### config.mk
export PLATFORM = sky130hd
export DESIGN_NAME = sat_fifo
export DESIGN_NICKNAME = d
export VERILOG_FILES = /design/src/sv/sat_fifo.sv
export SDC_FILE = /design/constraint.sdc
export NUM_CORES = 1
export LEC_CHECK = 0
export ABC_AREA = 1
export BUFFER_PORTS_ARGS = -buffer_cell sky130_fd_sc_hd__buf_2
export CORE_MARGIN = 4
export CORE_UTILIZATION = 40
export CTS_BUF_LIST = sky130_fd_sc_hd__clkbuf_4
export DETAILED_ROUTE_END_ITERATION = 8
export PLACE_DENSITY_LB_ADDON = 0.15
export SLEW_MARGIN = 20
export SYNTH_ARGS = -nofsm -noshare
export SYNTH_HDL_FRONTEND = slang
export SYNTH_SLANG_ARGS = --single-unit
### constraint.sdc
create_clock -name clk -period 3 [get_ports clk]
set_input_delay 0.15 -clock clk [delete_from_list [all_inputs] [get_ports clk]]
set_output_delay 0.15 -clock clk [all_outputs]
set_load 0.05 [all_outputs]
### src/sv/sat_fifo.sv
// Small register-based first-in first-out queue.
module sat_fifo #(
  parameter int WIDTH = 8,
  parameter int DEPTH = 4
) (
  input  logic             clk,
  input  logic             rst_n,
  input  logic             push,
  input  logic [WIDTH-1:0] push_data,
  output logic             full,
  input  logic             pop,
  output logic [WIDTH-1:0] pop_data,
  output logic             empty
);

  localparam int PW = (DEPTH > 1) ? $clog2(DEPTH) : 1;
  localparam int NW = $clog2(DEPTH + 1);

  logic [WIDTH-1:0] slot_r [DEPTH];
  logic [PW-1:0]    wr_ptr_r, wr_ptr_nxt;
  logic [PW-1:0]    rd_ptr_r, rd_ptr_nxt;
  logic [NW-1:0]    count_r, count_nxt;
  logic             do_push, do_pop;

  assign full     = (count_r == NW'(DEPTH));
  assign empty    = (count_r == '0);
  assign do_push  = push && !full;
  assign do_pop   = pop && !empty;
  assign pop_data = slot_r[rd_ptr_r];

  always_comb begin
    wr_ptr_nxt = wr_ptr_r;
    rd_ptr_nxt = rd_ptr_r;
    count_nxt  = count_r;
    if (do_push) begin
      wr_ptr_nxt = (wr_ptr_r == PW'(DEPTH - 1)) ? '0 : wr_ptr_r + 1'b1;
    end
    if (do_pop) begin
      rd_ptr_nxt = (rd_ptr_r == PW'(DEPTH - 1)) ? '0 : rd_ptr_r + 1'b1;
    end
    if (do_push && !do_pop) begin
      count_nxt = count_r + 1'b1;
    end else if (do_pop && !do_push) begin
      count_nxt = count_r - 1'b1;
    end
  end

  always_ff @(posedge clk) begin
    if (!rst_n) begin
      wr_ptr_r <= '0;
      rd_ptr_r <= '0;
      count_r  <= '0;
    end else begin
      wr_ptr_r <= wr_ptr_nxt;
      rd_ptr_r <= rd_ptr_nxt;
      count_r  <= count_nxt;
    end
  end

  always_ff @(posedge clk) begin
    if (do_push) begin
      slot_r[wr_ptr_r] <= push_data;
    end
  end

endmodule

* Word level (Yosys, flattened, before mapping) *
Memory sizes are Yosys's and may differ from the RTL's. A register that Yosys moved wholly into a read port is not among the register bits.
Cells that the tools add are included.

storage, ports and cells
  bits in registers = 7
  memory bits (writable) = 32
  bits of input ports = 12
  output and inout bits = 10
  logic and storage cells = 29
  memories = 1

memory list
  name    words  bits a word  read ports  clocked after Yosys merged registers in  wr ports  RTL line  RTL
  slot_r  4      8            1           1                                        1         19        logic [WIDTH-1:0] slot_r [DEPTH];

operators by class
  add/sub/neg operators = 4
  equal/unequal tests = 3
  multiplexer cells = 8
  reduce and logical (&&, ||, !) cells = 10

operators with widths
  operator                                          count
  2-to-1 mux 2 bit                                  4
  2-to-1 mux 3 bit                                  2
  adder 2 x 1 -> 2 bit, second input constant       2
  == test 2 bit, second input constant              2
  logical AND 1 bit                                 4
  logical NOT 1 bit                                 4
  adder 3 x 1 -> 3 bit, second input constant       1
  == test 3 bit, second input constant              1
  logical NOT 3 bit                                 1
  subtractor 3 x 1 -> 3 bit, second input constant  1
  2-to-1 mux 1 bit                                  2
  nonzero test 2 bit                                1

* Logic depth before layout (Yosys ltp) *
Gate-level depths: netlist (run 1).

  word-level depth = 7
  mapped depth = 13
  gate-level depth less buffers = 13

* Worst setup path after synthesis (run 1) *
Ideal clock, no wire load.

  kind = register -> register
  from = reg count_r[1]
  to = reg count_r[1]
  data arrival time = 1.574 ns
  data required time = 2.884 ns
  slack = 1.310 ns
  stages on the path, launching flop included = 10
  buffers on the path = 0
  clock period less this slack = 1.690 ns
  path through = dfxtp_1 nor2_1 nand2_1 nand2_2 inv_1 ha_1 inv_1 fa_1 o21ai_0 nor2_1

between the ends
  elaborated cells between the ends (all ways) = 15
  those cells by class = 2 x add/sub; 1 x eq/ne; 2 x mux; 10 x reduce/logical

RTL lines
  what                      RTL line  RTL
  start: declaration        22        logic [NW-1:0] count_r, count_nxt;
  start signal: assignment  56        count_r <= count_nxt;
  == test 3 bit             25        assign full = (count_r == NW'(DEPTH));
  logical NOT 1 bit         27        assign do_push = push && !full;
  logical AND 1 bit         27
  via do_push               23        logic do_push, do_pop;
  logical AND 1 bit         41        if (do_push && !do_pop) begin
  2-to-1 mux 3 bit          41
  via count_nxt[1]          22

The timed path passes the listed nets, and every way through them passes these cells. The select of a mux whose other input is x is not followed.
A chain may end at the register's enable or synchronous reset.

==> results of run 1 <==
repair_timing:
| action | 4_1_cts | 5_1_grt |
|---|---|---|
| hold endpoints to repair | 4 | 4 |
| hold buffers | 1 | 1 |
| resized for setup | 0 | 0 |
| setup endpoints to repair | 0 | 0 |
| setup buffers | 0 | 0 |
cells in the mapped netlist:
cell type | count | area share
a21oi_1 | 2 | 0.0059
o22ai_1 | 8 | 0.030
inv_2 | 1 | 0.0022
o21ai_2 | 3 | 0.016
nand3b_1 | 1 | 0.0044
ha_1 | 6 | 0.044
buf_6 | 2 | 0.013
nand4_1 | 1 | 0.0037
o21ai_1 | 1 | 0.0030
edfxtp_1 | 32 | 0.57
nand2_1 | 14 | 0.031
o21ai_0 | 14 | 0.041
fa_1 | 1 | 0.012
nor2_1 | 33 | 0.073
nand2_2 | 1 | 0.0037
inv_1 | 18 | 0.040
nand3_1 | 1 | 0.0030
dfxtp_1 | 9 | 0.11
layout make-up:
type	instances	area (um2)
flip-flops and latches	41	1140
fillers	381	2140
clock buffers	5	37.5
well taps	50	62.6
clock inverters	3	17.5
repair buffers	23	125
multi-input cells	86	458
inverters	19	71.3
power by group:
part	switching (mW)	internal, mW
Sequential	0.0771	0.706
Clock	0.178	0.0889
Combinational	0.557	0.196
per-stage QoR:
step / setup slack (ns) / area (um2) / cells / power (mW) / hold WS, ns
after floorplan: 1.31 / 1690 / 148 / 1.38 / 0.249
after global placement: 1.22 / 1840 / 217 / 1.52 / 0.360
after detailed placement: 1.11 / 1840 / 217 / 1.56 / 0.367
after CTS: 0.865 / 1900 / 226 / 1.82 / 0.00222
after global routing: 0.713 / 1910 / 227 / 1.93 / 0.000420
final: 0.944 / 1910 / 227 / 1.80 / 0.0122
metal layers:
metal | vias to the layer above | wire, um | GRT usage
met5 | - | 0 | 0
met1 | 517 | 1290 | 0.142
met3 | 11 | 161 | 0.0344
li1 | 560 | - | -
met4 | 0 | 74 | 0.0656
met2 | 31 | 1630 | 0.225
layout by cell type (no fill, tap or decap):
master	n
inv_2	1
nand3b_1	1
o21ai_0	14
nor2_1	33
buf_2	21
clkbuf_4	5
clkinv_4	1
inv_1	18
o21ai_1	1
nand3_1	1
dlygate4sd3_1	2
edfxtp_1	32
clkinv_1	1
fa_1	1
a21oi_1	2
nand4_1	1
nand2_1	14
o21ai_2	3
dfxtp_1	9
nand2_2	1
clkinv_2	1
ha_1	6
o22ai_1	8
sequential cells by signal (all words and copies together), names as in the netlist, named ones only:
register and flops:
rd_ptr_r 2, wr_ptr_r 2, count_r 3, slot_r 32
logic make-up (layout without fill, tap and decap cells):
group | Yosys count | in the layout | share of synthesized area
AO/OA/AOI/OAI | 28 | 28 | 0.0953
buffers and inverters | 21 | 50 | 0.0554
adder cells (fa/ha/maj) | 7 | 7 | 0.0562
AND/OR/NAND/NOR | 51 | 51 | 0.119
flip-flops | 41 | 41 | 0.674
worst reg2reg max path: stages, from the launching register on:
cell	delay (ns)
dfxtp_1	0.36
nor2_1	0.14
nand2_1	0.13
nand2_2	0.15
inv_1	0.06
ha_1	0.21
inv_1	0.10
fa_1	0.42
o21ai_0	0.19
nor2_1	0.06
how the worst min path moves through the flow:
| stage | to | slack [ns] | startpoint | cells past startpoint |
|---|---|---|---|---|
| 6_report | slot_r[3][3] | 0.01 | push_data[3] | 1 |
| 3_5_place_dp | slot_r[3][0] | 0.37 | push_data[0] | 1 |
| 2_1_floorplan | slot_r[0][0] | 0.25 | push_data[0] | 0 |
| 3_3_place_gp | slot_r[1][0] | 0.36 | push_data[0] | 1 |
| 4_1_cts | slot_r[0][2] | 0.002 | push_data[2] | 1 |
| 5_1_grt | slot_r[3][3] | 0.0004 | push_data[3] | 1 |
==> reports/qor.txt, run 1 <==
RSZ-0062 raised after global routing -> false
slowest CP cell -> dfxtp_1
DRT antenna net count -> 0
number of detailed-route iterations in the first pass -> 4
hold crit path type -> input pin to flop
CP Depth -> 4
Die Span Y -> 73.1 um
antenna cells -> 0
Final Util -> 0.471
I/O pins -> 22
period utilisation layout -> 0.685
Syn Nets -> 167
Slew Viols, Final -> 0
clock tree buffer depth -> 2
status -> finished, final reports clean
clock slew at reported path FFs -> 0.12 ns
hpwl dp -> 2.16 mm
worst-margin pin slew -> 0.867 ns
Setup Skew -> 0.00667 ns
Yosys warning total -> 0
Routability Congestion -> 0.770
Detailed Route WL -> 3.16 mm
largest net degree at the start of global routing -> 18
die area -> 5340 um2
worst r2r src -> count_r[1]
vias in the first global route -> 1106
DRC -> 0
Net count, final -> 195
PD cells -> 942 nW/um2
critical path type -> flop to primary output
global route overflow -> 0
Syn Std Cell Area -> 1690 um2
CP Launch Type -> flop
Req. time, crit path -> 2.85 ns
Initial Utilization -> 0.417
CTS tree -> built
initial antenna violation count -> 0
via count -> 1119
Total Routing Usage GR -> 0.129
Synth cell types -> 18
CP delay by family, top -> flip-flops
area delta synth->final -> 13.0%
final setup fails -> 0
max_cap viols -> 0
crit-path max FO -> 17
leakage power -> 0.773 nW
relative slew slack -> 0.420
Root Driver -> clkbuf_4
DR WL/cell -> 13.9 um
Max IR drop VDD -> 0.598 mV
Die W -> 73.1 um
Worst R2R Path Depth -> 9
r2r endpoint -> count_r[1]
cell chain of the critical path -> inv_2 > o21ai_0 > o22ai_1 > buf_2
Final min period -> 2.06 ns
H-tree levels -> 2
layout cells sized above 1 -> 0.186
Setup TNS -> 0 ns
Mean Syn Cell Area -> 11.4 um2
Clk Latency, worst-skew pair -> 0.34 ns
Worst Setup End Kind -> primary output
total CTS buffers -> 5
Peak Freq -> 486 MHz
global-route wire length before repair -> 5.04 mm
Worst Setup EP -> pop_data[1]
vias per inst -> 4.93
crit path DAT -> 1.91 ns
core area -> 4060 um2
WP buf/inv -> 2
detailed router's first-iteration violation count -> 71
CTS sink count -> 41
synthesized flop and latch total -> 41
sequential fraction of the synthesis area -> 0.674
Post-Syn Instances -> 148
Port Buffers -> 21
largest stage delay on the critical path -> 0.73 ns
Cell Rows -> 23
final hold viol count -> 0
Worst R2R Setup Slack -> 1.08 ns
Power figures use the tool's default switching activity.
==> run 2, diff against run 1 <==
Clock period 3 ns to 1.78 ns, I/O delays scaled along.
==> reports/qor.txt, run 2 (synthesized netlist as in run 1, its figures left out) <==
DRC -> 0 (unchanged)
clock slew at reported path FFs -> 0.11 ns (about the same)
max FFs per register -> 32 (unchanged)
sw power -> 1.38 mW (+70%)
detailed router's first-iteration violation count -> 90 (+27%)
global-route wire length before repair -> 5.29 mm (+5.1%)
via count -> 1156 (+3.3%)
CP Launch Type -> flop
Die W -> 73.1 um (unchanged)
crit-path max FO -> 3 (-14)
critical path type -> flop to flop
Seq pwr share -> 0.419 (-0.015)
max_cap viols -> 0 (unchanged)
Total Routing Usage GR -> 0.134 (+0.00562)
global route overflow -> 0 (unchanged)
Net count, final -> 209 (+7.2%)
DR WL/cell -> 13.5 um (-2.7%)
Worst Setup End Kind -> flop
largest stage delay on the critical path -> 0.38 ns (-0.35 ns)
antenna cells -> 0 (unchanged)
number of fill cells -> 366 (-3.9%)
leakage power -> 0.845 nW (+9.4%)
Setup Skew -> 0.00767 ns (+0.00100 ns)
Clk Latency, worst-skew pair -> 0.33 ns (about the same)
hpwl dp -> 2.24 mm (+3.7%)
Detail Route met3 WL -> 121 um (-25%)
Most common cell on crit path -> nand2_1
placed cells -> 224 (+3.2%)
area delta synth->final -> 21.3%
Req. time, crit path -> 2.05 ns (-0.80 ns)
Final min period -> 1.72 ns
switch share -> 0.435 (-0.0154)
Slew Viols, Final -> 0 (unchanged)
largest net degree at the start of global routing -> 17 (-1)
layout cells sized above 1 -> 0.257 (+0.0701)
Die Span Y -> 73.1 um (unchanged)
most frequent cells in the layout -> nor2_1, edfxtp_1, buf_2
CTS sink count -> 41 (unchanged)
Routability Congestion -> 0.746 (-3.1%)
number of detailed-route iterations in the first pass -> 5 (+1)
final setup fails -> 0 (unchanged)
wire length on met1 -> 1.32 mm (+2.2%)
total CTS buffers -> 5 (unchanged)
worst-margin pin slew -> 0.281 ns (-0.585 ns)
combinational power share -> 0.438 (+0.020)
Port Buffers -> 21 (unchanged)
hold crit path type -> input pin to flop
Detailed Route WL -> 3.26 mm (+3.3%)
I/O pins -> 22 (unchanged)
Initial Utilization -> 0.417 (unchanged)
biggest regs -> slot_r x32, count_r x3
DRT antenna net count -> 0 (unchanged)
Cell Rows -> 23 (unchanged)
final hold viol count -> 0 (unchanged)
Clk pwr share -> 0.143 (-0.005)
WP buf/inv -> 2 (unchanged)
RSZ-0062 raised after global routing -> true
number of non-filler instances in the completed layout -> 241 (+6.2%)
most flop-heavy register -> slot_r
core area -> 4060 um2 (unchanged)
die area -> 5340 um2 (unchanged)
crit path DAT -> 1.99 ns (+0.08 ns)
CTS tree -> built
cell chain of the critical path -> nor2_4 > nand2_1 > nand2_1 > ha_1 > inv_1 > fa_1 > nand2_1 > nand3_1 > nand2_1 > inv_1 > nor2_1
clock tree buffer depth -> 2 (unchanged)
Max IR drop VDD -> 0.865 mV (+45%)
initial antenna violation count -> 0 (unchanged)
vias per inst -> 4.80 (-2.7%)
highest routed layer -> met4
period utilisation layout -> 0.966
status -> finished, final reports clean
CP delay by family, top -> simple AND/OR/NAND/NOR gates
WL met2 -> 1.78 mm (+9.3%)
slowest CP cell -> dfxtp_4
PD cells -> 1550 nW/um2 (+64%)
Final Util -> 0.506 (+0.0345)
Peak Freq -> 582 MHz
Root Driver -> clkbuf_4
Pint -> 1.79 mW (+81%)
relative slew slack -> 0.812 (+0.392)
vias in the first global route -> 1172 (+6.0%)
H-tree levels -> 2 (unchanged)
[run 2: changes by cell type in the layout (fill, tap and decap cells not counted), moves of 2 or more]
cell           delta
dlygate4sd3_1     +6
clkbuf_4          +2
buf_4             +8
dfxtp_2           +3
dfxtp_1           -4
[run 2: repair_timing]
action | 4_1_cts | 5_1_grt
hold endpoints to repair | 32 | 0
buffers inserted | 1 | 0
hold buffers | 8 | 0
gates resized for setup | 2 | 8
setup endpoints to repair | 4 | 6
pin swaps | 1 | 0
[run 2: area by class of cell]
type | count | area [um2] | share of cell area
flip-flops and latches | 41 | 1150 | 0.559
multi-input cells | 86 | 468 | 0.228
well taps | 50 | 62.6 | 0.0305
repair buffers | 37 | 245 | 0.119
inverters | 19 | 71.3 | 0.0347
clock buffers | 7 | 52.6 | 0.0256
clock inverters | 1 | 5.00 | 0.00244
[run 2: final timing paths]
check                           slack [ns]     endpoint  cells past startpoint  startpoint
worst max-delay path                  0.06   count_r[2]                     11  count_r[1]
worst min-delay path                  0.04  wr_ptr_r[0]                      3       rst_n
worst max register to register        0.06   count_r[2]                     11  count_r[1]
worst min register to register        0.53   count_r[0]                      2  count_r[0]
[run 2: worst reg2reg max path: stages, from the launching register on]
cell	delay, ns
dfxtp_4	0.38
nor2_4	0.12
nand2_1	0.07
nand2_1	0.09
ha_1	0.18
inv_1	0.07
fa_1	0.38
nand2_1	0.11
nand3_1	0.08
nand2_1	0.06
inv_1	0.04
nor2_1	0.08
[run 2: per-stage QoR]
step                      power [mW]  hold slack, ns  worst slack, ns  setup TNS (ns)  cell area (um2)
after detailed placement        2.68           0.307         -0.00388        -0.00388             1890
after floorplan                 2.32           0.188           0.0899               0             1690
after global routing            3.41          0.0280          -0.0432         -0.0473             2050
after global placement          2.61           0.298           0.0954               0             1890
after CTS                       3.18          0.0148           0.0347               0             2040
final                           3.18          0.0397           0.0607               0             2050
[run 2: power groups by stage]
stage	registers [mW]	clock network, mW	logic [mW]
3_3_place_gp	1.32	0	1.30
6_report	1.33	0.455	1.39
4_1_cts	1.31	0.484	1.39
3_5_place_dp	1.32	0	1.36
5_1_grt	1.35	0.528	1.53
2_1_floorplan	1.29	0	1.03
[run 2: layer usage]
layer  up-vias  global-route usage
met3         5              0.0331
met1       535               0.150
met5         -                   0
met4         0              0.0553
li1        591                   -
met2        25               0.241
