<file path="config.mk">
export PLATFORM = sky130hd
export DESIGN_NAME = sat_front
export DESIGN_NICKNAME = d
export VERILOG_FILES = /design/src/sv/sat_pkg.sv /design/src/sv/sat_front.sv
export SDC_FILE = /design/constraint.sdc
export NUM_CORES = 1
export LEC_CHECK = 0
export BUFFER_PORTS_ARGS = -buffer_cell sky130_fd_sc_hd__buf_2
export CAP_MARGIN = 20
export CELL_PAD_IN_SITES_DETAIL_PLACEMENT = 1
export CELL_PAD_IN_SITES_GLOBAL_PLACEMENT = 1
export CORE_MARGIN = 2
export CORE_UTILIZATION = 39
export DETAILED_ROUTE_END_ITERATION = 10
export PLACE_DENSITY_LB_ADDON = 0.08
export RECOVER_POWER = 50
export SKIP_LAST_GASP = 1
export SLEW_MARGIN = 20
export SYNTH_ARGS = -nofsm -noshare
export SYNTH_HDL_FRONTEND = slang
export SYNTH_SLANG_ARGS = --single-unit
</file>
<file path="constraint.sdc">
create_clock -name clk -period 3.3 [get_ports clk]
set_input_delay 0.165 -clock clk [delete_from_list [all_inputs] [get_ports clk]]
set_output_delay 0.165 -clock clk [all_outputs]
set_load 0.05 [all_outputs]
</file>
<file path="src/sv/sat_pkg.sv">
// Shared types, widths and codes for the summed-area table query unit.
package sat_pkg;

  localparam int SUM_W      = 44;
  localparam int ELEM_IN_W  = 32;
  localparam int COORD_W    = 6;
  localparam int CFG_IDX_W  = 2;
  localparam int CFG_DATA_W = 7;
  localparam int STATUS_W   = 2;
  localparam int ADDR_MAX_W = 20;

  localparam int DEF_MAX_ROWS   = 64;
  localparam int DEF_MAX_COLS   = 64;
  localparam int DEF_ELEM_WIDTH = 32;

  localparam int CMDQ_DEPTH = 4;
  localparam int OUTQ_DEPTH = 2;

  localparam logic [CFG_DATA_W-1:0] RESET_ROWS = 7'd64;
  localparam logic [CFG_DATA_W-1:0] RESET_COLS = 7'd64;

  localparam logic [CFG_IDX_W-1:0] REG_ROWS = 2'd0;
  localparam logic [CFG_IDX_W-1:0] REG_COLS = 2'd1;

  localparam logic REQ_LOAD  = 1'b0;
  localparam logic REQ_QUERY = 1'b1;

  localparam logic [STATUS_W-1:0] ST_OK        = 2'd0;
  localparam logic [STATUS_W-1:0] ST_BAD_RECT  = 2'd1;
  localparam logic [STATUS_W-1:0] ST_NOT_READY = 2'd2;

  typedef struct packed {
    logic                  is_load;
    logic [STATUS_W-1:0]   status;
    logic                  has_top;
    logic                  has_left;
    logic [ADDR_MAX_W-1:0] addr0;
    logic [ADDR_MAX_W-1:0] addr1;
    logic [ADDR_MAX_W-1:0] addr2;
    logic [ADDR_MAX_W-1:0] addr3;
    logic [SUM_W-1:0]      run_sum;
  } sat_cmd_t;

endpackage

</file>
<file path="src/sv/sat_front.sv">
// Front end: configuration registers, load position tracking and query classification.
module sat_front #(
  parameter int MAX_ROWS   = sat_pkg::DEF_MAX_ROWS,
  parameter int MAX_COLS   = sat_pkg::DEF_MAX_COLS,
  parameter int ELEM_WIDTH = sat_pkg::DEF_ELEM_WIDTH
) (
  input  logic                                clk,
  input  logic                                rst_n,
  input  logic                                cfg_valid,
  output logic                                cfg_ready,
  input  logic [sat_pkg::CFG_IDX_W-1:0]       cfg_index,
  input  logic [sat_pkg::CFG_DATA_W-1:0]      cfg_wdata,
  input  logic                                in_push,
  output logic                                in_full,
  input  logic                                in_req_type,
  input  logic signed [sat_pkg::ELEM_IN_W-1:0] in_elem_value,
  input  logic [sat_pkg::COORD_W-1:0]         in_top_row,
  input  logic [sat_pkg::COORD_W-1:0]         in_left_col,
  input  logic [sat_pkg::COORD_W-1:0]         in_bottom_row,
  input  logic [sat_pkg::COORD_W-1:0]         in_right_col,
  output logic                                cmd_push,
  output sat_pkg::sat_cmd_t                   cmd_data,
  input  logic                                cmd_full
);

  import sat_pkg::*;

  localparam int RW  = (MAX_ROWS > 1) ? $clog2(MAX_ROWS) : 1;
  localparam int CW  = (MAX_COLS > 1) ? $clog2(MAX_COLS) : 1;
  localparam int RCW = $clog2(MAX_ROWS + 1);
  localparam int CCW = $clog2(MAX_COLS + 1);

  logic [CFG_DATA_W-1:0]       rows_r, rows_nxt;
  logic [CFG_DATA_W-1:0]       cols_r, cols_nxt;
  logic [RW-1:0]               load_row_r, load_row_nxt;
  logic [CW-1:0]               load_col_r, load_col_nxt;
  logic [SUM_W-1:0]            run_r, run_nxt;
  logic                        ready_r, ready_nxt;

  logic [RCW-1:0]              eff_rows;
  logic [CCW-1:0]              eff_cols;
  logic [ELEM_WIDTH-1:0]       elem_low;
  logic [SUM_W+ELEM_WIDTH-1:0] elem_ext;
  logic [SUM_W-1:0]            run_new;
  logic                        accept;
  logic                        col_last;
  logic                        row_last;
  logic                        rect_bad;

  assign cfg_ready = 1'b1;
  assign in_full   = cmd_full;
  assign accept    = in_push && !cmd_full;
  assign cmd_push  = accept;

  always_comb begin
    if (rows_r == '0) begin
      eff_rows = RCW'(1);
    end else if (32'(rows_r) > MAX_ROWS) begin
      eff_rows = RCW'(MAX_ROWS);
    end else begin
      eff_rows = RCW'(rows_r);
    end
    if (cols_r == '0) begin
      eff_cols = CCW'(1);
    end else if (32'(cols_r) > MAX_COLS) begin
      eff_cols = CCW'(MAX_COLS);
    end else begin
      eff_cols = CCW'(cols_r);
    end
  end

  assign elem_low = ELEM_WIDTH'({32'b0, in_elem_value});
  assign elem_ext = {{SUM_W{elem_low[ELEM_WIDTH-1]}}, elem_low};
  assign run_new  = run_r + elem_ext[SUM_W-1:0];
  assign col_last = (32'(load_col_r) + 1 >= 32'(eff_cols));
  assign row_last = (32'(load_row_r) + 1 >= 32'(eff_rows));
  assign rect_bad = (in_top_row > in_bottom_row) || (in_left_col > in_right_col) ||
                    (32'(in_bottom_row) >= 32'(eff_rows)) ||
                    (32'(in_right_col) >= 32'(eff_cols));

  always_comb begin
    cmd_data = '0;
    if (in_req_type == REQ_LOAD) begin
      cmd_data.is_load = 1'b1;
      cmd_data.status  = ST_OK;
      cmd_data.has_top = (load_row_r != '0);
      cmd_data.addr0   = ADDR_MAX_W'(32'(load_row_r) * MAX_COLS + 32'(load_col_r));
      cmd_data.addr1   = ADDR_MAX_W'((32'(load_row_r) - 1) * MAX_COLS + 32'(load_col_r));
      cmd_data.run_sum = run_new;
    end else begin
      cmd_data.is_load  = 1'b0;
      cmd_data.has_top  = (in_top_row != '0);
      cmd_data.has_left = (in_left_col != '0);
      if (!ready_r) begin
        cmd_data.status = ST_NOT_READY;
      end else if (rect_bad) begin
        cmd_data.status = ST_BAD_RECT;
      end else begin
        cmd_data.status = ST_OK;
      end
      cmd_data.addr0 = ADDR_MAX_W'(32'(in_bottom_row) * MAX_COLS + 32'(in_right_col));
      cmd_data.addr1 = ADDR_MAX_W'((32'(in_top_row) - 1) * MAX_COLS + 32'(in_right_col));
      cmd_data.addr2 = ADDR_MAX_W'(32'(in_bottom_row) * MAX_COLS + 32'(in_left_col) - 1);
      cmd_data.addr3 = ADDR_MAX_W'((32'(in_top_row) - 1) * MAX_COLS + 32'(in_left_col) - 1);
    end
  end

  always_comb begin
    rows_nxt     = rows_r;
    cols_nxt     = cols_r;
    load_row_nxt = load_row_r;
    load_col_nxt = load_col_r;
    run_nxt      = run_r;
    ready_nxt    = ready_r;
    if (cfg_valid) begin
      case (cfg_index)
        REG_ROWS: begin
          rows_nxt     = cfg_wdata;
          load_row_nxt = '0;
          load_col_nxt = '0;
          run_nxt      = '0;
          ready_nxt    = 1'b0;
        end
        REG_COLS: begin
          cols_nxt     = cfg_wdata;
          load_row_nxt = '0;
          load_col_nxt = '0;
          run_nxt      = '0;
          ready_nxt    = 1'b0;
        end
        default: begin
        end
      endcase
    end else if (accept && (in_req_type == REQ_LOAD)) begin
      ready_nxt = 1'b0;
      if (col_last) begin
        load_col_nxt = '0;
        run_nxt      = '0;
        if (row_last) begin
          load_row_nxt = '0;
          ready_nxt    = 1'b1;
        end else begin
          load_row_nxt = load_row_r + 1'b1;
        end
      end else begin
        load_col_nxt = load_col_r + 1'b1;
        run_nxt      = run_new;
      end
    end
  end

  always_ff @(posedge clk) begin
    if (!rst_n) begin
      rows_r     <= RESET_ROWS;
      cols_r     <= RESET_COLS;
      load_row_r <= '0;
      load_col_r <= '0;
      run_r      <= '0;
      ready_r    <= 1'b0;
    end else begin
      rows_r     <= rows_nxt;
      cols_r     <= cols_nxt;
      load_row_r <= load_row_nxt;
      load_col_r <= load_col_nxt;
      run_r      <= run_nxt;
      ready_r    <= ready_nxt;
    end
  end

endmodule

</file>
* Word-level counts from Yosys, hierarchy flattened
Index checks and enable logic that the tools add are counted.
** Storage, ports and cells
- Register bits after elaboration :: 71
- Bits in latches :: 0
- Bits in writable memories :: 0
- Memory bits (read-only) :: 0
- Memories kept :: 0
** Cells by class
- Add/sub/neg operators :: 15
- $mul :: 0
- Div/mod/pow operators :: 0
- Order comparisons :: 8
- Eq/ne operators :: 2
- Shifts and indexed selects :: 0
- Multiplexer cells :: 28
- Bitwise logic cells :: 1
- Reduce and logical (&&, ||, !) cells :: 19
** Operator list (count)
- 44-bit 2-to-1 mux :: 5
- 6-bit 2-to-1 mux :: 8
- 44-bit adder :: 1
- 40-bit 2-to-1 mux :: 1
- 12-bit by 6-bit adder with 13-bit output :: 3
- 33-bit 2-to-1 mux :: 1
- 13-bit by 7-bit adder with 14-bit output :: 2
- 7-bit 2-to-1 mux :: 4
- 20-bit by 6-bit adder with 20-bit output :: 1
- 6-bit nonzero test :: 3
- 14-bit by 2-bit subtractor with 15-bit output, second input constant :: 1
- 6-bit by 1-bit adder with 7-bit output, second input constant :: 2
- 6-bit by 7-bit greater-or-equal comparator with 1-bit output :: 2
- 7-bit greater-or-equal comparator :: 2
- 7-bit greater-than comparator, second input constant :: 2
- 7-bit logical NOT :: 2
- 13-bit by 1-bit subtractor with 14-bit output, second input constant :: 1
- 6-bit by 1-bit subtractor with 7-bit output, second input constant :: 2
- 6-bit by 1-bit adder with 6-bit output, second input constant :: 2
- 6-bit greater-than comparator :: 2
- 1-bit 2-to-1 mux :: 7
- 2-bit AND reduction :: 3
- 4-bit 2-to-1 mux :: 1
- 2-bit nonzero test :: 2
- 10 further kinds :: 13

* Logic depth before layout (Yosys ltp)
Gate-level depths: netlist of the first run.
- Depth in word-level cells :: 9
- Depth in mapped cells :: 16

* Least setup slack after synthesis of the first run
OpenSTA, ideal clock, no wires.
- Kind :: reg2out
- From :: register run_r[1]
- To :: output cmd_data[43] in the netlist's numbering
- Data arrival time :: 3344 ps
- Required time :: 3135 ps
- Slack :: -209 ps
- Stages on the path, launching flop included :: 11
- Buffers on the path :: 0
- Path through :: dfxtp_1 > ha_1 > a211oi_2 > o211ai_1 > a221oi_2 > o2111ai_1 > nand2_1 > o41ai_2 > a31o_1 > a21o_2 > o21ai_0
** RTL lines
- from (decl) :: line sat_front.sv:37 : logic [SUM_W-1:0] run_r, run_nxt;
- from (signal assigned) :: line sat_front.sv:165 : run_r <= run_nxt;
- to (decl) :: line sat_front.sv:22 : output sat_pkg::sat_cmd_t cmd_data,

==> flow_metrics.tcl, run 1 <==
set metrics [dict create \
    synth_edf_count 0 \
    drt-pass1-iter-count 4 \
    worstHoldStart "cfg_wdata[6]" \
    fill_cells 2374 \
    fmax_mhz 286 \
    ys_seq_area_share_pct 19.3 \
    syn_inst 971 \
    cp.required_ns 3.13 \
    yosys.area_share.simple_pct 22.9 \
    async_flop_share_pct 0 \
    synthTopCellsByArea "dfxtp_1 19%, ha_1 15%, a21oi_1 5.0%" \
    startpoint_type "flop" \
    routed_via_density 5.38 \
    ir_worst_vdd_v 0.000271 \
    synth_xor_area_share_pct 8.42 \
    worstMarginPinSlew_ns 1.04 \
    ff2ff_setup_slack_ns 0.19 \
    placed_cell_area_um2 8550 \
    clockBufferDepth 2 \
    ys_seq_elements 71 \
    p_leak_uw 0.00451 \
    netlist.top_cell.by_area "dfxtp_1" \
    rows 50 \
    min_period_ns 3.50 \
    crit_fanout 3 \
    grt_usage_pct 23.1 \
    layout_setup_ws_ns -0.202 \
    grt_max_degree 46 \
    endpoint_kind "output port" \
    min_to "rows_r[6]$_SDFFE_PN1P_" \
    synthMuxAreaShare_pct 2.89 \
    final_area_um2 9670 \
    cellPowerDensity_nw_per_um2 307 \
    fin_skew_ns 0.0119 \
    avgSynthCellArea_um2 7.59 \
    outcome "finished with violations" \
    hold_depth 3 \
    synth_fa_ha_area_share_pct 15.4 \
    crit-reg2reg-launch "cols_r[1]$_SDFFE_PN0P_" \
    holdCritPathClass "input pin to flop" \
    port_buffers 193 \
    h-tree-depth 3 \
    dp_slack_ns -0.0710 \
    die_area_um2 20000 \
    fin_nets 1333 \
    setup_viol 13 \
    period_share_pct 106 \
    cts_sinks 71 \
    routed-via-count 7593 \
    syn_area_um2 7370 \
    antenna_found_initial 1 \
    drt_wl_total_um 24300 \
    drt-initial-drc-count 226 \
    diodes 0 \
    start_util_pct 39.5 \
    layout-drive-gt1-share_pct 31.4 \
    grt_most_used_layer "met2" \
    die_h_um 141 \
    grtUsageMet3_pct 3.41 \
    hold_viol 0 \
    cts-buffers-inserted 9 \
    relSlewSlack_pct 30.7 \
    worstSkewPairLatency_ns 0.35 \
    grt_pass1_wl_um 37500 \
    holdWs_ns 0.0658 \
    cts_tree "built" \
    synth_cell_types 72 \
    place_hpwl_um 18100 \
    cts_root_buffer "clkbuf_16" \
    ff_latch_area_um2 1430 \
    drc 0 \
    synth_top_area_share_pct 19.3 \
    die_w_um 141 \
    met1_usage_pct 30.5 \
    synth-main-ff-cell "dfxtp_1" \
    wire_per_inst_um 17.2 \
    overflow 0 \
    reg2regPathDepth 14 \
    drv_cap 0 \
    multi_input_area_um2 5850 \
    synth_compound_area_share_pct 22.7 \
    synth-warning-count 0 \
    global_route.usage.met2_pct 40.2 \
    io_pins 203 \
    gp_congestion 0.845 \
    core-area_um2 18600 \
    ant_nets 0 \
    reg2reg_to "run_r[1]$_SDFFE_PN0P_" \
    slew_viol_final 0 \
    worst-setup-path-type "flop to output port" \
    clk_pin_slew_ns 0.07 \
    arrival_ns 3.34 \
    violations "setup timing" \
    area_delta_synth_final_pct 31.3 \
    synth_top_family_by_area "simple AND/OR/NAND/NOR gates" \
    rsz0062_at_grt "true" \
    grt_pass1_vias 7363 \
]
final cells by class:
class | instances | share of cell area, %
multi-input combinational | 788 | 60.5
timing repair buffer | 265 | 17.3
sequential | 71 | 14.8
tap | 234 | 3.03
clock buffer | 9 | 2.33
inverter | 37 | 1.44
clock inverter | 7 | 0.647
worst max-delay path: stages, from the launching register on:
cell,delay (ns)
dfxtp_2,0.33
ha_4,0.15
inv_2,0.05
fa_2,0.23
nor2b_4,0.05
o2111ai_2,0.19
a2111oi_2,0.10
buf_4,0.16
nor4_4,0.33
o21bai_4,0.10
buf_6,0.13
a211oi_4,0.27
o21ai_4,0.10
a221o_1,0.35
xnor2_2,0.16
nor2_2,0.11
buf_6,0.17
layer usage:
metal / vias up / part of all wire, %
li1: 3772 / -
met1: 3607 / 46
met2: 191 / 48
met3: 21 / 4.5
met4: 2 / 1.0
met5: - / 0.070
flip-flops by register name (all words and copies together), names as in the netlist:
| register | flops |
|---|---|
| rows_r | 7 |
| run_r | 44 |
| ready_r | 1 |
| load_row_r | 6 |
| cols_r | 7 |
| load_col_r | 6 |
stage by stage:
stage | instances | utilization, % | setup TNS, ns | power, uW
global placement | 1368 | 45.9 | -0.0601 | 1880
global route | 1411 | 51.9 | -3.77 | 3110
detailed placement | 1368 | 45.9 | -0.159 | 1890
finish | 1411 | 51.9 | -1.03 | 2970
CTS | 1388 | 48.9 | -2.04 | 2920
floorplan | 978 | - | 0 | 1640
cells by family (layout without fill, tap and decap cells):
logic type               Yosys count  count (layout)
AO/OA/AOI/OAI                    257             257
XOR/XNOR                          70              70
adder cells (fa/ha/maj)           90              90
buffers and inverters            119             318
flip-flops                        71              71
multiplexers                      20              20
other                              2               9
AND/OR/NAND/NOR                  342             342
worst max path at each step:
stage	from	endpoint	slack [ns]	cells after the start
final	run_r[0]$_SDFFE_PN0P_	cmd_data[40]	-0.20	16
after global routing	run_r[0]$_SDFFE_PN0P_	cmd_data[40]	-0.31	16
after CTS	run_r[0]$_SDFFE_PN0P_	cmd_data[36]	-0.23	16
after detailed placement	run_r[12]$_SDFFE_PN0P_	cmd_data[40]	-0.07	13
after global placement	run_r[0]$_SDFFE_PN0P_	cmd_data[36]	-0.03	16
after floorplan	in_req_type	cmd_data[78]	0.02	5
synthesized netlist by cell type (all sizes together) (27+ instances only):
cell type,instances
nor2b,50
nor2,88
buf,46
inv,37
ha,89
xor2,27
nand3,27
nor3,29
clkbuf,36
xnor2,43
o21ai,61
a21oi,76
dfxtp,71
nand2,81
a21o,36
cells in the final DEF (no fill, tap or decap), drive strengths merged, types with 6 or more instances in the layout:
master	count
buf	256
ha	89
nor2	88
nand2	81
a21oi	76
dfxtp	71
o21ai	61
nor2b	50
xnor2	43
inv	41
a21o	36
nor3	29
nand3	27
xor2	27
clkbuf	18
nand2b	17
and3	14
a31oi	12
a22oi	11
a21boi	11
mux2	10
mux2i	10
conb	9
and2	8
o21a	7
nand4	6
o21bai	6
where the power goes:
group	leakage [uW]	internal, uW	switching (uW)	total [uW]
logic	0.00380	357	732	1090
clock network	0.000139	526	466	992
registers	0.000578	873	13.0	886
repair_timing:
action | 4_1_cts | 5_1_grt
resized for setup | 56 | 87
hold buffers | 0 | 0
setup buffers | 5 | 24
pin swaps | 14 | 25
setup endpoints to repair | 22 | 45
(Power assumes the default switching activity.)
==> inputs of run 2 (changes only) <==
- CORE_ASPECT_RATIO: unset -> 0.9
==> run 2 against run 1 <==
The run still ends with setup timing left. Maximum frequency fell by 2.6%. Cell count rose by 1.4%. First-iteration DRC count rose by 26%. Clock power barely moved. Critical endpoint is now cmd_data[36]. Largest power group unchanged.
==> flow_metrics.tcl, run 2 (synthesis gave the netlist of run 1 again) <==
set metrics [dict create \
    drv_cap 0 \
    crit-reg2reg-launch "run_r[0]$_SDFFE_PN0P_" \
    grt_pass1_vias 7606 \
    gp_congestion 0.849 \
    port_buffers 193 \
    cts_hold_buf 0 \
    min_to "rows_r[6]$_SDFFE_PN1P_" \
    top_register "run_r" \
    violations "setup timing" \
    largest_reg_flops 44 \
    layout_commonest_cell "buf_2" \
    p_leak_uw 0.00459 \
    crit_fanout 3 \
    ant_nets 0 \
    hold_depth 3 \
    die_area_um2 20000 \
    place_hpwl_um 18300 \
    worstMarginPinSlew_ns 1.12 \
    routed_via_density 5.39 \
    hold_viol 0 \
    clockBufferDepth 2 \
    io_pins 203 \
    cp.required_ns 3.13 \
    h-tree-depth 3 \
    ir_worst_vdd_v 0.000232 \
    clk_pin_slew_ns 0.07 \
    cts_sinks 71 \
    outcome "finished with violations" \
    ff2ff_setup_slack_ns 0.20 \
    worst-setup-path-type "flop to output port" \
    cts-buffers-inserted 9 \
    grt_max_degree 51 \
    drt_wl_total_um 25100 \
    worstSkewPairLatency_ns 0.34 \
    drc 0 \
    die_h_um 134 \
    startpoint_type "flop" \
    period_share_pct 109 \
    fin_nets 1341 \
    arrival_ns 3.43 \
    rows 47 \
    grt_pass1_wl_um 38600 \
    fin_skew_ns 0.00907 \
    wire_per_inst_um 17.5 \
    overflow 0 \
    min_period_ns 3.59 \
    rsz0062_at_grt "true" \
    antenna_found_initial 1 \
    fill_cells 2342 \
    final_cell_mix "164 x buf_2, 79 x nand2_1, 79 x nor2_1" \
    place_inst 1384 \
    grt_usage_pct 23.8 \
    reg2regPathDepth 16 \
    fin_util_pct 52.6 \
    setup_viol 17 \
    worstHoldStart "cfg_wdata[6]" \
    drt-initial-drc-count 285 \
    layout_setup_ws_ns -0.293 \
    top_regs "run_r x44, cols_r x7, rows_r x7" \
    area_delta_synth_final_pct 31.9 \
    fmax_mhz 278 \
    endpoint_kind "output port" \
    slew_viol_final 0 \
    reg2reg_to "run_r[43]$_SDFFE_PN0P_" \
    cellPowerDensity_nw_per_um2 308 \
    start_util_pct 39.9 \
    cts_root_buffer "clkbuf_16" \
    stdcell_count 1431 \
    cts_tree "built" \
    layout-drive-gt1-share_pct 31.6 \
    routed-via-count 7718 \
    core-area_um2 18500 \
    relSlewSlack_pct 25.6 \
    die_w_um 149 \
    drt-pass1-iter-count 5 \
    holdCritPathClass "input pin to flop" \
]
==> run 2: per-stage QoR <==
stage / area (um2) / total power (uW) / hold slack [ns] / TNS, ns / setup WS, ns
after CTS: 9340 / 2980 / 0.0588 / -2.21 / -0.277
after detailed placement: 8590 / 1900 / 0.420 / -0.192 / -0.0623
after global routing: 9720 / 3130 / 0.0887 / -5.28 / -0.408
final: 9720 / 2990 / 0.0759 / -2.92 / -0.293
after global placement: 8590 / 1890 / 0.417 / -0.0229 / -0.0229
after floorplan: 7410 / 1640 / 0.303 / 0 / 0.0194
==> run 2: worst max-delay path by stage <==
stage	start	to	slack [ns]
4_1_cts	run_r[0]$_SDFFE_PN0P_	cmd_data[40]	-0.28
6_report	run_r[0]$_SDFFE_PN0P_	cmd_data[36]	-0.29
3_3_place_gp	run_r[0]$_SDFFE_PN0P_	cmd_data[42]	-0.02
3_5_place_dp	run_r[0]$_SDFFE_PN0P_	cmd_data[42]	-0.06
2_1_floorplan	in_req_type	cmd_data[78]	0.02
5_1_grt	run_r[0]$_SDFFE_PN0P_	cmd_data[36]	-0.41
==> run 2: per-layer routing <==
| metal | part of all wire (%) | track usage, % |
|---|---|---|
| met1 | 47 | 31.9 |
| met3 | 4.7 | 3.47 |
| met4 | 1.9 | 5.93 |
| met2 | 46 | 40.0 |
| met5 | 0 | 0 |
==> run 2: worst max-delay path, cell delays in order, from the launching register on <==
cell and delay (ns):
dfxtp_2 0.35, ha_4 0.13, inv_2 0.04, fa_2 0.37
nor2b_2 0.16, o2111ai_2 0.15, a2111oi_2 0.33, buf_4 0.21
nor4_4 0.05, o21bai_2 0.23, buf_6 0.16, a211oi_4 0.06
o21ai_2 0.22, a31oi_2 0.15, xor2_1 0.18, nor2_2 0.13
buf_6 0.16
==> run 2: what timing repair did <==
action / in CTS / in global routing
endpoints found under the setup margin: 21 / 46
buffers inserted: 14 / 20
hold endpoints to repair: 0 / 0
gates resized for setup: 79 / 61
pin swaps: 36 / 48
==> run 2: power breakdown <==
group	leakage, uW	internal, uW	switching [uW]	total, uW
registers	0.000575	873	13.0	886
logic	0.00388	357	738	1090
clock network	0.000131	589	423	1010
total	0.00459	1820	1170	2990
==> run 2: area by class of cell <==
| type | instances | area, um2 | share of cell area (%) |
|---|---|---|---|
| inverters | 37 | 139 | 1.43 |
| flip-flops and latches | 71 | 1430 | 14.7 |
| clock buffers | 10 | 229 | 2.36 |
| multi-input cells | 788 | 5820 | 59.9 |
| repair buffers | 273 | 1730 | 17.8 |
| diodes | 1 | 2.50 | 0.0257 |
| well taps | 245 | 307 | 3.15 |
| clock inverters | 6 | 68.8 | 0.708 |
==> inputs of run 3 (changes only) <==
- HOLD_SLACK_MARGIN: unset -> 0.1
==> run 3 against run 2 <==
The flow still finishes with violations (setup timing). Via count rose by 0.12%. Hold slack gained 0.033 ns. Largest cell class unchanged. Total power is 0.12% higher. Sequential power is essentially flat. Critical path type unchanged. Core utilization is 0.22 points higher. Combinational power about the same. Sequential share of layout area shrank 0.060 points.
==> flow_metrics.tcl, run 3 (synthesis gave the netlist of run 1 again) <==
set metrics [dict create \
    startpoint_type "flop" \
    cp_slowest_cell "fa_2" \
    crit_top_cell "buf_6" \
    routed-via-count 7727 \
    period_share_pct 109 \
    die_area_um2 20000 \
    h-tree-depth 3 \
    routed_via_density 5.38 \
    hold_depth 3 \
    violations "setup timing" \
    grt_max_degree 51 \
    largest_reg_flops 44 \
    final_area_um2 9760 \
    cts-buffers-inserted 9 \
    cts_root_buffer "clkbuf_16" \
    fmax_mhz 279 \
    drc 0 \
    crit_fanout 3 \
    totalPowerFinal_uw 3000 \
    arrival_ns 3.42 \
    rows 47 \
    overflow 0 \
    endpoint_kind "output port" \
    min_period_ns 3.59 \
    antenna_found_initial 1 \
    ant_nets 0 \
    grt_pass1_vias 7630 \
    top_regs "run_r x44, cols_r x7, rows_r x7" \
    stdcell_count 1435 \
    gp_congestion 0.849 \
    cts_tree "built" \
    layout_commonest_cell "buf_2" \
    fin_util_pct 52.9 \
    top_register "run_r" \
    holdCritPathClass "input pin to flop" \
    cp.required_ns 3.13 \
    fin_skew_ns 0.00845 \
    grt_usage_pct 23.8 \
    start_util_pct 39.9 \
    place_inst 1384 \
    outcome "finished with violations" \
    place_hpwl_um 18300 \
    setup_viol 17 \
    path_buf_inv 4 \
    placed_cell_area_um2 8590 \
    ir_worst_vdd_v 0.000231 \
    drt-pass1-iter-count 5 \
    holdWs_ns 0.109 \
    clk_pin_slew_ns 0.07 \
    layout-drive-gt1-share_pct 31.5 \
    die_w_um 149 \
    die_h_um 134 \
    grt_pass1_wl_um 38700 \
    clockBufferDepth 2 \
    crit_cells 16 \
    worstSkewPairLatency_ns 0.34 \
    layout_setup_ws_ns -0.290 \
    drt-initial-drc-count 326 \
    cellPowerDensity_nw_per_um2 307 \
    area_delta_synth_final_pct 32.4 \
    final_cell_mix "164 x buf_2, 79 x nand2_1, 79 x nor2_1" \
    hold_viol 0 \
    drt_wl_total_um 25000 \
    worst-setup-path-type "flop to output port" \
    path_cells "ha_4 -> inv_2 -> fa_2 -> nor2b_2 -> o2111ai_2 -> a2111oi_2 -> buf_4 -> nor4_4 -> o21bai_2 -> buf_6 -> a211oi_4 -> o21ai_2 -> a31oi_2 -> xor2_1 -> nor2_2 -> buf_6" \
    cts_sinks 71 \
    core-area_um2 18500 \
    drv_cap 0 \
    slew_viol_final 0 \
    relSlewSlack_pct 25.5 \
    port_buffers 193 \
    p_leak_uw 0.00460 \
    rsz0062_at_grt "true" \
    worstMarginPinSlew_ns 1.12 \
    cpPeakStageDelay_ns 0.37 \
    wire_per_inst_um 17.5 \
    reg2regPathDepth 16 \
    io_pins 203 \
    critical-path-top-delay-family "compound AO/OA/AOI/OAI gates" \
    fin_nets 1345 \
]
run 3: where the power goes:
part / internal, uW / total, uW / leakage (uW) / switching (uW)
registers: 873 / 886 / 0.000575 / 13.0
clock network: 589 / 1010 / 0.000131 / 423
logic: 360 / 1100 / 0.00390 / 738
total: 1820 / 3000 / 0.00460 / 1170
run 3: routing by layer:
metal  part of all wire (%)  GRT usage [%]  wire length (um)  vias to the layer above
li1                       -              -                 -                     3818
met1                     47           32.0             11700                     3676
met2                     46           40.1             11600                      199
met3                    4.7           3.47              1170                       34
met4                    2.0           5.93               506                        0
met5                      0              0                 0                        -
run 3: worst paths after layout:
| kind | from | endpoint | slack [ns] |
|---|---|---|---|
| setup / recovery | run_r[0]$_SDFFE_PN0P_ | cmd_data[36] | -0.29 |
| setup reg to reg | run_r[0]$_SDFFE_PN0P_ | run_r[43]$_SDFFE_PN0P_ | 0.20 |
| hold reg to reg | run_r[21]$_SDFFE_PN0P_ | run_r[21]$_SDFFE_PN0P_ | 0.45 |
| hold / removal | cfg_wdata[0] | cols_r[0]$_SDFFE_PN0P_ | 0.11 |
run 3: area by class of cell:
cell class / count / area (um2)
antenna: 1 / 2.50
clock buffer: 10 / 229
clock inverter: 6 / 68.8
fill: 2340 / 8710
inverter: 37 / 139
multi-input combinational: 788 / 5820
sequential: 71 / 1430
tap: 245 / 307
timing repair buffer: 277 / 1770
run 3: per-stage QoR:
step,TNS (ns),setup slack [ns]
global placement,-0.0229,-0.0229
finish,-2.86,-0.290
detailed placement,-0.192,-0.0623
floorplan,0,0.0194
CTS,-2.21,-0.277
global route,-5.28,-0.408
run 3: worst min-delay path, delay by kind of cell:
| family | cells | cell delay, ns |
|---|---|---|
| AO/OA/AOI/OAI | 1 | 0.06 |
| AND/OR/NAND/NOR | 1 | 0.06 |
| buffers and inverters | 1 | 0.11 |
run 3: repair_timing:
item / CTS / global route
gates resized for setup: 79 / 61
setup buffers: 14 / 20
setup endpoints to repair: 21 / 46
endpoints found under the hold margin: 4 / 1
pin swaps: 36 / 48
hold buffers: 3 / 1
